$ cat src/rrls_pkg.sv
// Package with the shared types and constants of the round-robin lock scheduler.
`default_nettype none
package rrls_pkg;

    localparam int VAR_COUNT  = 26;
    localparam int ELAPSED_W  = 9;

    typedef enum logic [2:0] {
        OP_ASSIGN = 3'd0,
        OP_PRINT  = 3'd1,
        OP_LOCK   = 3'd2,
        OP_UNLOCK = 3'd3,
        OP_END    = 3'd4
    } op_t;

    typedef enum logic [1:0] {
        RES_PRINT = 2'd0,
        RES_FETCH = 2'd1,
        RES_DONE  = 2'd2
    } res_kind_t;

    typedef enum logic [2:0] {
        CFG_PROGRAM_COUNT = 3'd0,
        CFG_COST_ASSIGN   = 3'd1,
        CFG_COST_PRINT    = 3'd2,
        CFG_COST_LOCK     = 3'd3,
        CFG_COST_UNLOCK   = 3'd4,
        CFG_QUANTUM       = 3'd5
    } cfg_index_t;

    localparam logic KIND_START     = 1'b0;
    localparam logic KIND_STATEMENT = 1'b1;

    typedef enum logic [2:0] {
        ST_IDLE,
        ST_EXEC,
        ST_FIN,
        ST_TURN,
        ST_TURN_RD,
        ST_TURN_PC
    } state_t;

endpackage
`default_nettype wire

$ cat src/rrls_ram.sv
// Generic single-write, single-read RAM with registered read data.
`default_nettype none
module rrls_ram #(
    parameter int WIDTH = 16,
    parameter int DEPTH = 32
) (
    input  wire logic                     aclk,
    input  wire logic                     we,
    input  wire logic [$clog2(DEPTH)-1:0] waddr,
    input  wire logic [WIDTH-1:0]         wdata,
    input  wire logic [$clog2(DEPTH)-1:0] raddr,
    output logic      [WIDTH-1:0]         rdata
);

    logic [WIDTH-1:0] mem [DEPTH];

    always_ff @(posedge aclk) begin
        if (we) begin
            mem[waddr] <= wdata;
        end
        rdata <= mem[raddr];
    end

endmodule
`default_nettype wire

$ cat src/round_robin_lock_scheduler.sv
// Top level of the round-robin scheduler with one mutex.
//
// Input stream s_: tuser carries kind (start a run or statement), tdata the
// decoded statement. Result stream m_: tuser carries the result kind, tlast
// marks the final result of a transaction, tdata the program, pc and value.
// Configuration channel cfg_: register index and data, always ready.
//
// One transaction is handled at a time. From acceptance to the final
// result: a statement that continues the turn is executed and then its pc
// is written back with the fetch request; one that ends or blocks the
// program goes on to the next turn, and one whose quantum runs out does so
// after the pc write-back. In the next turn the next program is read from
// the queue memory and then its pc from the state memory; a start goes
// straight to the next turn, which gives the done result at once when no
// program takes part. s_tready returns with the final result. Variables and
// program counters sit in one memory, the ready deque and blocked FIFO in
// another; both have registered read data.
//
// Reset empties the queues, frees the mutex and stops the run; a start
// clears variables and counters through valid bits with no sweep. When the
// receiver stalls, the held result blocks further progress and s_tready
// stays low until the transaction is complete.
`default_nettype none
module round_robin_lock_scheduler
    import rrls_pkg::*;
#(
    parameter int MAX_PROGRAMS   = 16,
    parameter int MAX_STATEMENTS = 256
) (
    input  wire logic        aclk,
    input  wire logic        aresetn,
    input  wire logic        s_tvalid,
    output logic             s_tready,
    input  wire logic [23:0] s_tdata,   // op[2:0], var_index[7:3], assign_value[23:8]
    input  wire logic        s_tuser,   // kind
    output logic             m_tvalid,
    input  wire logic        m_tready,
    output logic      [31:0] m_tdata,   // program_res[3:0], fetch_pc[11:4],
                                        // print_value[27:12], zero[31:28]
    output logic      [1:0]  m_tuser,   // result_kind
    output logic             m_tlast,
    input  wire logic        cfg_valid,
    output logic             cfg_ready,
    input  wire logic [2:0]  cfg_index,
    input  wire logic [7:0]  cfg_data
);

    localparam int PW     = (MAX_PROGRAMS > 1) ? $clog2(MAX_PROGRAMS) : 1;
    localparam int CW     = $clog2(MAX_PROGRAMS + 1);
    localparam int PCW    = $clog2(MAX_STATEMENTS);
    localparam int ADEPTH = VAR_COUNT + MAX_PROGRAMS;
    localparam int AAW    = $clog2(ADEPTH);
    localparam int BDEPTH = 2 * MAX_PROGRAMS;
    localparam int BAW    = $clog2(BDEPTH);

    state_t state_reg, state_next;

    logic [4:0] program_count_reg;
    logic [7:0] cost_assign_reg, cost_print_reg, cost_lock_reg, cost_unlock_reg, quantum_reg;

    logic [PW-1:0]        cur_reg, cur_next;
    logic [PCW-1:0]       cur_pc_reg, cur_pc_next;
    logic [ELAPSED_W-1:0] elapsed_reg, elapsed_next;
    logic                 running_reg, running_next;
    logic                 mutex_reg, mutex_next;
    logic [PW-1:0]        rh_reg, rh_next, bh_reg, bh_next, rd_idx_reg, rd_idx_next;
    logic [CW-1:0]        rc_reg, rc_next, bc_reg, bc_next;
    logic [2:0]           op_reg, op_next;
    logic [AAW-1:0]       a_rd_addr_reg, a_rd_addr_next;
    logic                 var_ok_reg, var_ok_next;
    logic [15:0]          val_reg, val_next;
    logic [ADEPTH-1:0]    a_valid_reg, a_valid_next;
    logic [MAX_PROGRAMS-1:0] r_valid_reg, r_valid_next;

    logic        m_tvalid_reg;
    logic [31:0] m_tdata_reg;
    logic [1:0]  m_tuser_reg;
    logic        m_tlast_reg;

    logic              a_we, b_we;
    logic [AAW-1:0]    a_waddr, a_raddr;
    logic [15:0]       a_wdata, a_rdata;
    logic [BAW-1:0]    b_waddr, b_raddr;
    logic [PW-1:0]     b_wdata, b_rdata;

    logic              emit;
    res_kind_t         e_kind;
    logic [PW-1:0]     e_prog;
    logic [PCW-1:0]    e_pc;
    logic [15:0]       e_val;
    logic              e_last;

    logic              out_free;
    logic [7:0]        q_eff;
    logic [4:0]        in_vi;
    logic [PCW-1:0]    pc_inc;
    logic [15:0]       var_val;
    logic [PW-1:0]     rd_prog;
    logic [CW:0]       sum_idx;
    logic [PW-1:0]     tail_idx, btail_idx, rh_dec;

    rrls_ram #(.WIDTH(16), .DEPTH(ADEPTH)) u_state_ram (
        .aclk (aclk), .we (a_we), .waddr (a_waddr), .wdata (a_wdata),
        .raddr (a_raddr), .rdata (a_rdata)
    );

    rrls_ram #(.WIDTH(PW), .DEPTH(BDEPTH)) u_queue_ram (
        .aclk (aclk), .we (b_we), .waddr (b_waddr), .wdata (b_wdata),
        .raddr (b_raddr), .rdata (b_rdata)
    );

    assign cfg_ready = 1'b1;
    assign s_tready  = (state_reg == ST_IDLE);
    assign m_tvalid  = m_tvalid_reg;
    assign m_tdata   = m_tdata_reg;
    assign m_tuser   = m_tuser_reg;
    assign m_tlast   = m_tlast_reg;
    assign out_free  = !m_tvalid_reg || m_tready;
    assign q_eff     = (quantum_reg == 8'd0) ? 8'd1 : quantum_reg;
    assign in_vi     = s_tdata[7:3];
    assign pc_inc    = (32'(cur_pc_reg) < MAX_STATEMENTS - 1) ? cur_pc_reg + 1'b1 : cur_pc_reg;
    assign var_val   = (var_ok_reg && a_valid_reg[a_rd_addr_reg]) ? a_rdata : 16'd0;
    assign rd_prog   = r_valid_reg[rd_idx_reg] ? b_rdata : rd_idx_reg;
    assign rh_dec    = (rh_reg == '0) ? PW'(MAX_PROGRAMS - 1) : rh_reg - 1'b1;

    always_comb begin
        sum_idx = (CW+1)'(rh_reg) + (CW+1)'(rc_reg);
        if (32'(sum_idx) >= MAX_PROGRAMS) begin
            sum_idx = sum_idx - (CW+1)'(MAX_PROGRAMS);
        end
        tail_idx = PW'(sum_idx);
    end

    always_comb begin
        logic [CW:0] s;
        s = (CW+1)'(bh_reg) + (CW+1)'(bc_reg);
        if (32'(s) >= MAX_PROGRAMS) begin
            s = s - (CW+1)'(MAX_PROGRAMS);
        end
        btail_idx = PW'(s);
    end

    // next state
    always_comb begin
        state_next = state_reg;
        unique case (state_reg)
            ST_IDLE: begin
                if (s_tvalid) begin
                    if (s_tuser == KIND_START) begin
                        state_next = ST_TURN;
                    end else if (running_reg) begin
                        state_next = ST_EXEC;
                    end
                end
            end
            ST_EXEC: begin
                if (out_free) begin
                    priority if (op_reg == OP_LOCK && mutex_reg) begin
                        state_next = ST_TURN;
                    end else if (op_reg == OP_ASSIGN || op_reg == OP_PRINT
                                 || op_reg == OP_LOCK || op_reg == OP_UNLOCK) begin
                        state_next = ST_FIN;
                    end else begin
                        state_next = ST_TURN;
                    end
                end
            end
            ST_FIN: begin
                if (out_free) begin
                    state_next = (elapsed_reg < ELAPSED_W'(q_eff)) ? ST_IDLE : ST_TURN;
                end
            end
            ST_TURN: begin
                if (out_free) begin
                    state_next = (rc_reg == '0) ? ST_IDLE : ST_TURN_RD;
                end
            end
            ST_TURN_RD: state_next = ST_TURN_PC;
            ST_TURN_PC: begin
                if (out_free) begin
                    state_next = ST_IDLE;
                end
            end
            default: state_next = ST_IDLE;
        endcase
    end

    // datapath and outputs
    always_comb begin
        cur_next       = cur_reg;
        cur_pc_next    = cur_pc_reg;
        elapsed_next   = elapsed_reg;
        running_next   = running_reg;
        mutex_next     = mutex_reg;
        rh_next        = rh_reg;
        rc_next        = rc_reg;
        bh_next        = bh_reg;
        bc_next        = bc_reg;
        rd_idx_next    = rd_idx_reg;
        op_next        = op_reg;
        a_rd_addr_next = a_rd_addr_reg;
        var_ok_next    = var_ok_reg;
        val_next       = val_reg;
        a_valid_next   = a_valid_reg;
        r_valid_next   = r_valid_reg;
        a_we    = 1'b0;
        a_waddr = '0;
        a_wdata = '0;
        a_raddr = a_rd_addr_reg;
        b_we    = 1'b0;
        b_waddr = '0;
        b_wdata = '0;
        b_raddr = BAW'(MAX_PROGRAMS) + BAW'(bh_reg);
        emit    = 1'b0;
        e_kind  = RES_FETCH;
        e_prog  = cur_reg;
        e_pc    = '0;
        e_val   = '0;
        e_last  = 1'b1;

        unique case (state_reg)
            ST_IDLE: begin
                a_raddr = (in_vi < 5'(VAR_COUNT)) ? AAW'(in_vi) : '0;
                if (s_tvalid) begin
                    op_next        = s_tdata[2:0];
                    val_next       = s_tdata[23:8];
                    var_ok_next    = in_vi < 5'(VAR_COUNT);
                    a_rd_addr_next = a_raddr;
                    if (s_tuser == KIND_START) begin
                        a_valid_next = '0;
                        r_valid_next = '0;
                        rh_next      = '0;
                        bh_next      = '0;
                        bc_next      = '0;
                        mutex_next   = 1'b0;
                        rc_next      = (32'(program_count_reg) > MAX_PROGRAMS)
                                       ? CW'(MAX_PROGRAMS) : CW'(program_count_reg);
                    end
                end
            end
            ST_EXEC: begin
                if (out_free) begin
                    unique case (op_reg)
                        OP_ASSIGN: begin
                            if (var_ok_reg) begin
                                a_we    = 1'b1;
                                a_waddr = a_rd_addr_reg;
                                a_wdata = val_reg;
                                a_valid_next[a_rd_addr_reg] = 1'b1;
                            end
                            elapsed_next = elapsed_reg + ELAPSED_W'(cost_assign_reg);
                        end
                        OP_PRINT: begin
                            emit   = 1'b1;
                            e_kind = RES_PRINT;
                            e_val  = var_val;
                            e_last = 1'b0;
                            elapsed_next = elapsed_reg + ELAPSED_W'(cost_print_reg);
                        end
                        OP_LOCK: begin
                            if (mutex_reg) begin
                                if (32'(bc_reg) < MAX_PROGRAMS) begin
                                    b_we    = 1'b1;
                                    b_waddr = BAW'(MAX_PROGRAMS) + BAW'(btail_idx);
                                    b_wdata = cur_reg;
                                    bc_next = bc_reg + 1'b1;
                                end
                            end else begin
                                mutex_next   = 1'b1;
                                elapsed_next = elapsed_reg + ELAPSED_W'(cost_lock_reg);
                            end
                        end
                        OP_UNLOCK: begin
                            mutex_next   = 1'b0;
                            elapsed_next = elapsed_reg + ELAPSED_W'(cost_unlock_reg);
                            if (bc_reg != '0) begin
                                bh_next = (32'(bh_reg) == MAX_PROGRAMS - 1) ? '0 : bh_reg + 1'b1;
                                bc_next = bc_reg - 1'b1;
                                if (32'(rc_reg) < MAX_PROGRAMS) begin
                                    rh_next = rh_dec;
                                    rc_next = rc_reg + 1'b1;
                                    b_we    = 1'b1;
                                    b_waddr = BAW'(rh_dec);
                                    b_wdata = b_rdata;
                                    r_valid_next[rh_dec] = 1'b1;
                                end
                            end
                        end
                        default: ;
                    endcase
                end
            end
            ST_FIN: begin
                if (out_free) begin
                    a_we        = 1'b1;
                    a_waddr     = AAW'(VAR_COUNT) + AAW'(cur_reg);
                    a_wdata     = 16'(pc_inc);
                    a_valid_next[AAW'(VAR_COUNT) + AAW'(cur_reg)] = 1'b1;
                    cur_pc_next = pc_inc;
                    if (elapsed_reg < ELAPSED_W'(q_eff)) begin
                        emit = 1'b1;
                        e_pc = pc_inc;
                    end else if (32'(rc_reg) < MAX_PROGRAMS) begin
                        b_we    = 1'b1;
                        b_waddr = BAW'(tail_idx);
                        b_wdata = cur_reg;
                        rc_next = rc_reg + 1'b1;
                        r_valid_next[tail_idx] = 1'b1;
                    end
                end
            end
            ST_TURN: begin
                b_raddr = BAW'(rh_reg);
                if (out_free) begin
                    if (rc_reg == '0) begin
                        running_next = 1'b0;
                        emit   = 1'b1;
                        e_kind = RES_DONE;
                        e_prog = '0;
                    end else begin
                        rd_idx_next  = rh_reg;
                        rh_next      = (32'(rh_reg) == MAX_PROGRAMS - 1) ? '0 : rh_reg + 1'b1;
                        rc_next      = rc_reg - 1'b1;
                        elapsed_next = '0;
                    end
                end
            end
            ST_TURN_RD: begin
                cur_next       = rd_prog;
                a_raddr        = AAW'(VAR_COUNT) + AAW'(rd_prog);
                a_rd_addr_next = a_raddr;
            end
            ST_TURN_PC: begin
                if (out_free) begin
                    cur_pc_next  = a_valid_reg[a_rd_addr_reg] ? a_rdata[PCW-1:0] : '0;
                    running_next = 1'b1;
                    emit         = 1'b1;
                    e_pc         = cur_pc_next;
                end
            end
            default: ;
        endcase
    end

    always_ff @(posedge aclk) begin
        if (!aresetn) begin
            state_reg         <= ST_IDLE;
            program_count_reg <= 5'd1;
            cost_assign_reg   <= 8'd1;
            cost_print_reg    <= 8'd1;
            cost_lock_reg     <= 8'd1;
            cost_unlock_reg   <= 8'd1;
            quantum_reg       <= 8'd1;
            cur_reg           <= '0;
            cur_pc_reg        <= '0;
            elapsed_reg       <= '0;
            running_reg       <= 1'b0;
            mutex_reg         <= 1'b0;
            rh_reg            <= '0;
            rc_reg            <= '0;
            bh_reg            <= '0;
            bc_reg            <= '0;
            a_valid_reg       <= '0;
            r_valid_reg       <= '0;
            m_tvalid_reg      <= 1'b0;
        end else begin
            state_reg   <= state_next;
            cur_reg     <= cur_next;
            cur_pc_reg  <= cur_pc_next;
            elapsed_reg <= elapsed_next;
            running_reg <= running_next;
            mutex_reg   <= mutex_next;
            rh_reg      <= rh_next;
            rc_reg      <= rc_next;
            bh_reg      <= bh_next;
            bc_reg      <= bc_next;
            a_valid_reg <= a_valid_next;
            r_valid_reg <= r_valid_next;
            if (cfg_valid) begin
                unique case (cfg_index)
                    CFG_PROGRAM_COUNT: program_count_reg <= cfg_data[4:0];
                    CFG_COST_ASSIGN:   cost_assign_reg   <= cfg_data;
                    CFG_COST_PRINT:    cost_print_reg    <= cfg_data;
                    CFG_COST_LOCK:     cost_lock_reg     <= cfg_data;
                    CFG_COST_UNLOCK:   cost_unlock_reg   <= cfg_data;
                    CFG_QUANTUM:       quantum_reg       <= cfg_data;
                    default: ;
                endcase
            end
            if (emit) begin
                m_tvalid_reg <= 1'b1;
            end else if (m_tready) begin
                m_tvalid_reg <= 1'b0;
            end
        end
    end

    always_ff @(posedge aclk) begin
        rd_idx_reg    <= rd_idx_next;
        op_reg        <= op_next;
        a_rd_addr_reg <= a_rd_addr_next;
        var_ok_reg    <= var_ok_next;
        val_reg       <= val_next;
        if (emit) begin
            m_tdata_reg <= {4'd0, e_val, 8'(e_pc), 4'(e_prog)};
            m_tuser_reg <= e_kind;
            m_tlast_reg <= e_last;
        end
    end

endmodule
`default_nettype wire
$ cat config.mk
export PLATFORM = sky130hd
export DESIGN_NAME = round_robin_lock_scheduler
export DESIGN_NICKNAME = d
export VERILOG_FILES = /design/src/rrls_pkg.sv /design/src/rrls_ram.sv /design/src/round_robin_lock_scheduler.sv
export SDC_FILE = /design/constraint.sdc
export NUM_CORES = 2
export LEC_CHECK = 0
export ABC_AREA = 1
export BUFFER_PORTS_ARGS = -buffer_cell sky130_fd_sc_hd__buf_2
export CAP_MARGIN = 20
export CORE_UTILIZATION = 45
export CTS_BUF_LIST = sky130_fd_sc_hd__clkbuf_8
export DETAILED_ROUTE_END_ITERATION = 8
export GPL_TIMING_DRIVEN = 0
export RECOVER_POWER = 50
export SETUP_SLACK_MARGIN = 0.3
export SYNTH_ARGS = -nofsm -noshare
export SYNTH_HDL_FRONTEND = slang
export SYNTH_SLANG_ARGS = --single-unit
export TNS_END_PERCENT = 100
$ cat constraint.sdc
create_clock -name aclk -period 4.68 [get_ports aclk]
set_input_delay 1.17 -clock aclk [delete_from_list [all_inputs] [get_ports aclk]]
set_output_delay 1.17 -clock aclk [all_outputs]
set_load 0.005 [all_outputs]
==> out/qor.csv <==
stage;metric;value;unit
global_routing;first-pass GRT wire length;212000;um
timing;Worst Tran Pin Value;2.30;ns
clocking;CTS max path bufs;3;
run_status;status;finished, violations left;
layout;number of flip-flops under the largest register name;672;
critical_path;CP Data Arrival Time;4.96;ns
hold_path;HP Class;reg2reg;
clocking;Post-CTS Setup Bufs;0;
timing;unrepaired setup endpoints after global routing;yes;
critical_path;Worst Path Max Fanout;9;
timing;min Tclk post-route;4.38;ns
layout;nets;4895;
synth;synth unique cells;56;
synth;Syn Area/Cell;10.2;um2
clocking;clock tree sinks;1029;
clocking;Inserted Clock Buffers;172;
timing;f_max;228;MHz
critical_path;Crit. End Element;flip-flop;
critical_path;worst-case reg-to-reg path depth;10;
clocking;Hold Buf Count CTS;0;
drt;wire length per cell;23.0;um
global_routing;Total GRT Usage;28.0;%
synth;Seq/Total Area, Yosys;63.8;%
synth;Synth top area share;56.5;%
critical_path;Reg2Reg Capture Point;u_state_ram.mem[12][11]$_DFFE_PP_;
drt;via count;34900;
placed_design;Area after DPL;48800;um2
layout;Layout area overhead;12.8;%
critical_path;CP required;5.25;ns
layout;Multi-input gate area;13400;um2
floorplan;die outline width;321;um
power_and_ir_drop;Max IR drop VDD;334;uV
timing;max-slew violation count;154;
power_and_ir_drop;leakage;20.4;nW
timing;Slew headroom;-53.8;%
timing;Hold Vio Cnt, Final;0;
timing;worst setup margin;0.295;ns
floorplan;die area;103000;um2
global_routing;largest net degree at the start of global routing;33;
clocking;CTS clock-pin slew for the worst setup and hold paths;0.06;ns
global_routing;total grt overflow;0;
clocking;TritonCTS clock tree;done;
hold_path;WHS Path Cells;2;
global_routing;vias in the first global route;32900;
placed_design;post-detail-place hpwl;103000;um
synth;Syn Inst Count;4501;
drt;drt via density;5.54;
drt;Routed WL;145000;um
global_routing;initial antenna violation count;3;
timing;Tcrit/Tclk final;93.7;%
synth;cell taking the most area after synthesis;edfxtp_1;
synth;synthesized flop and latch total;1029;
layout;final instance area;51600;um2
hold_path;beginning of the worst hold path;a_valid_reg[20]$_SDFFE_PN0P_;
timing;Final Setup Violations;0;
critical_path;R2R Setup Slk;0.30;ns
power_and_ir_drop;PD cells;683;nW/um2
floorplan;io pins;79;
layout;layout cells sized above 1;9.87;%
drt;initial detailed-routing violation count;4484;
floorplan;Starting Density;45.6;%
layout;Fillers;9214;
synth;synth warn;0;
critical_path;WS Path Type;reg2reg;
run;max-cap violations;8;
synth;Synth area leaders;edfxtp_1 (56%), nand3_1 (7.9%), dfxtp_1 (7.3%), nand2_1 (6.7%), inv_1 (4.2%);
layout;Reg area;29200;um2
placed_design;pre-CTS setup slack;-0.611;ns
clocking;clk_lat worst skew;0.89;ns
drt;drt pass-1 iters;6;
placed_design;port buffer count;73;
timing;Clock Skew;0.0448;ns
floorplan;row count;116;
hold_path;Hold Path Sink;a_valid_reg[20]$_SDFFE_PN0P_;
floorplan;Core ar.;100000;um2
placed_design;placer congestion estimate;0.990;
critical_path;CP Launch Type;flip-flop;
critical_path;RR Startpoint;state_reg[1]$_SDFFE_PN0P_;
run_status;failing checks;capacitance limit, slew limit;
clocking;clk root buf;clkbuf_8;
synth;synthesized area;45800;um2
drt;Antenna Nets Post-Route;0;
clocking;htree depth;4;
drt;DRC;0;
floorplan;Vert. Die Dim;321;um
==> cells by family (layout without fill, tap and decap cells) <==
kind of cell	count (synthesis)	count (layout)	share of synthesized area, %
AO/OA/AOI/OAI	643	643	8.29
other	2	7	0.0164
AND/OR/NAND/NOR	1992	1992	19.1
adder cells (fa/ha/maj)	48	48	1.39
XOR/XNOR	12	12	0.230
flip-flops	1029	1029	63.8
buffers and inverters	775	1217	7.12
==> worst max-delay path by stage <==
stage                     slack, ns                                end                      start
after floorplan                1.09   u_state_ram.mem[25][0]$_DFFE_PP_                   m_tready
after global placement        -2.04   u_state_ram.mem[29][9]$_DFFE_PP_                   m_tready
after detailed placement      -0.61   u_state_ram.mem[20][8]$_DFFE_PP_                   m_tready
after CTS                      0.25   u_state_ram.mem[20][3]$_DFFE_PP_      m_tvalid$_SDFFE_PN0P_
after global routing           0.12       a_valid_reg[28]$_SDFFE_PN0P_  state_reg[1]$_SDFFE_PN0P_
final                          0.30  u_state_ram.mem[12][11]$_DFFE_PP_  state_reg[1]$_SDFFE_PN0P_
==> final cells by class <==
type | count | share of cell area [%]
Tap cell | 1357 | 3.29
Buffer | 239 | 2.37
Inverter | 536 | 3.91
Clock buffer | 178 | 4.74
Clock inverter | 136 | 1.40
Timing Repair Buffer | 128 | 1.80
Sequential cell | 1029 | 56.6
Antenna cell | 2 | 0.00969
Multi-Input combinational cell | 2700 | 25.9
==> metrics by stage <==
stage / TNS (ns) / hold WS (ns) / util (%) / total power (W) / instances
6_report: 0 / 0.453 / 51.4 / 0.0353 / 6305
5_1_grt: 0 / 0.444 / 51.4 / 0.0370 / 6304
4_1_cts: 0 / 0.412 / 51.7 / 0.0352 / 6302
3_5_place_dp: -207.55 / 0.429 / 48.6 / 0.0278 / 5988
3_3_place_gp: -1184.98 / 0.437 / 47.7 / 0.0275 / 5934
2_1_floorplan: 0 / 0.406 / - / 0.0212 / 4504
==> power by group <==
group	switching, W	leakage (nW)	internal (W)
combinational	0.0124	8.78	0.00446
clock	0.00377	1.90	0.00369
sequential	0.000338	9.69	0.0106
total	0.0165	20.4	0.0188
==> Yosys cell counts (all sizes together) <==
cell type and instances:
conb 2, a22oi 8, o211a 1, fa 5
xor2 6, nand3b 65, clkbuf 94, o31ai 5
o22ai 67, a221oi 2, ha 43, o21ai 251
nand3 722, buf 145, a211oi 8, a21o 1
a31oi 24, clkinv 3, nand2 828, nand4 5
nor2 339, nor4 5, o221ai 21, a22o 2
o32ai 1, o2111ai 2, a32o 4, o2bb2ai 3
dfxtp 168, a21oi 155, o211ai 82, xnor2 6
a2111oi 2, o41ai 2, inv 533, edfxtp 861
o21a 1, a21boi 1, or2 4, nor3 24
==> cell usage in the layout, fill, tap and decap left out, types with 31 or more instances in the layout <==
master,netlist,layout
a21oi_1,154,153
buf_2,76,117
buf_4,40,53
clkbuf_1,94,129
clkbuf_8,0,178
clkinv_1,3,31
dfxtp_1,168,168
edfxtp_1,861,861
ha_1,43,43
inv_1,514,602
nand2_1,822,824
nand3_1,720,720
nand3b_1,65,65
nor2_1,329,311
o211ai_1,81,81
o21ai_0,237,242
o22ai_1,64,64
==> metal layers <==
| layer | track usage [%] | vias up | share of wire, % |
|---|---|---|---|
| met4 | 12.5 | 0 | 4.6 |
| met5 | 0 | - | 0 |
| met1 | 37.7 | 16800 | 41 |
| li1 | - | 16200 | - |
| met3 | 4.36 | 347 | 8.0 |
| met2 | 44.9 | 1629 | 46 |
==> timing repair <==
item | CTS | global route
hold endpoints to repair | 0 | 0
setup endpoints to repair | 58 | 377
cloned | 0 | 0
resized for setup | 0 | 14
==> critical path: stages (launching register included) <==
cell and delay, ns:
dfxtp_1 0.30, buf_4 0.17, inv_1 0.15, nor2_1 0.15
nand2_1 0.31, nor2_4 0.43, inv_1 0.32, o22ai_2 0.47
nand3_1 0.64, nor2_1 0.87, buf_6 0.26
No activity file was read; power rests on OpenSTA's default activity.
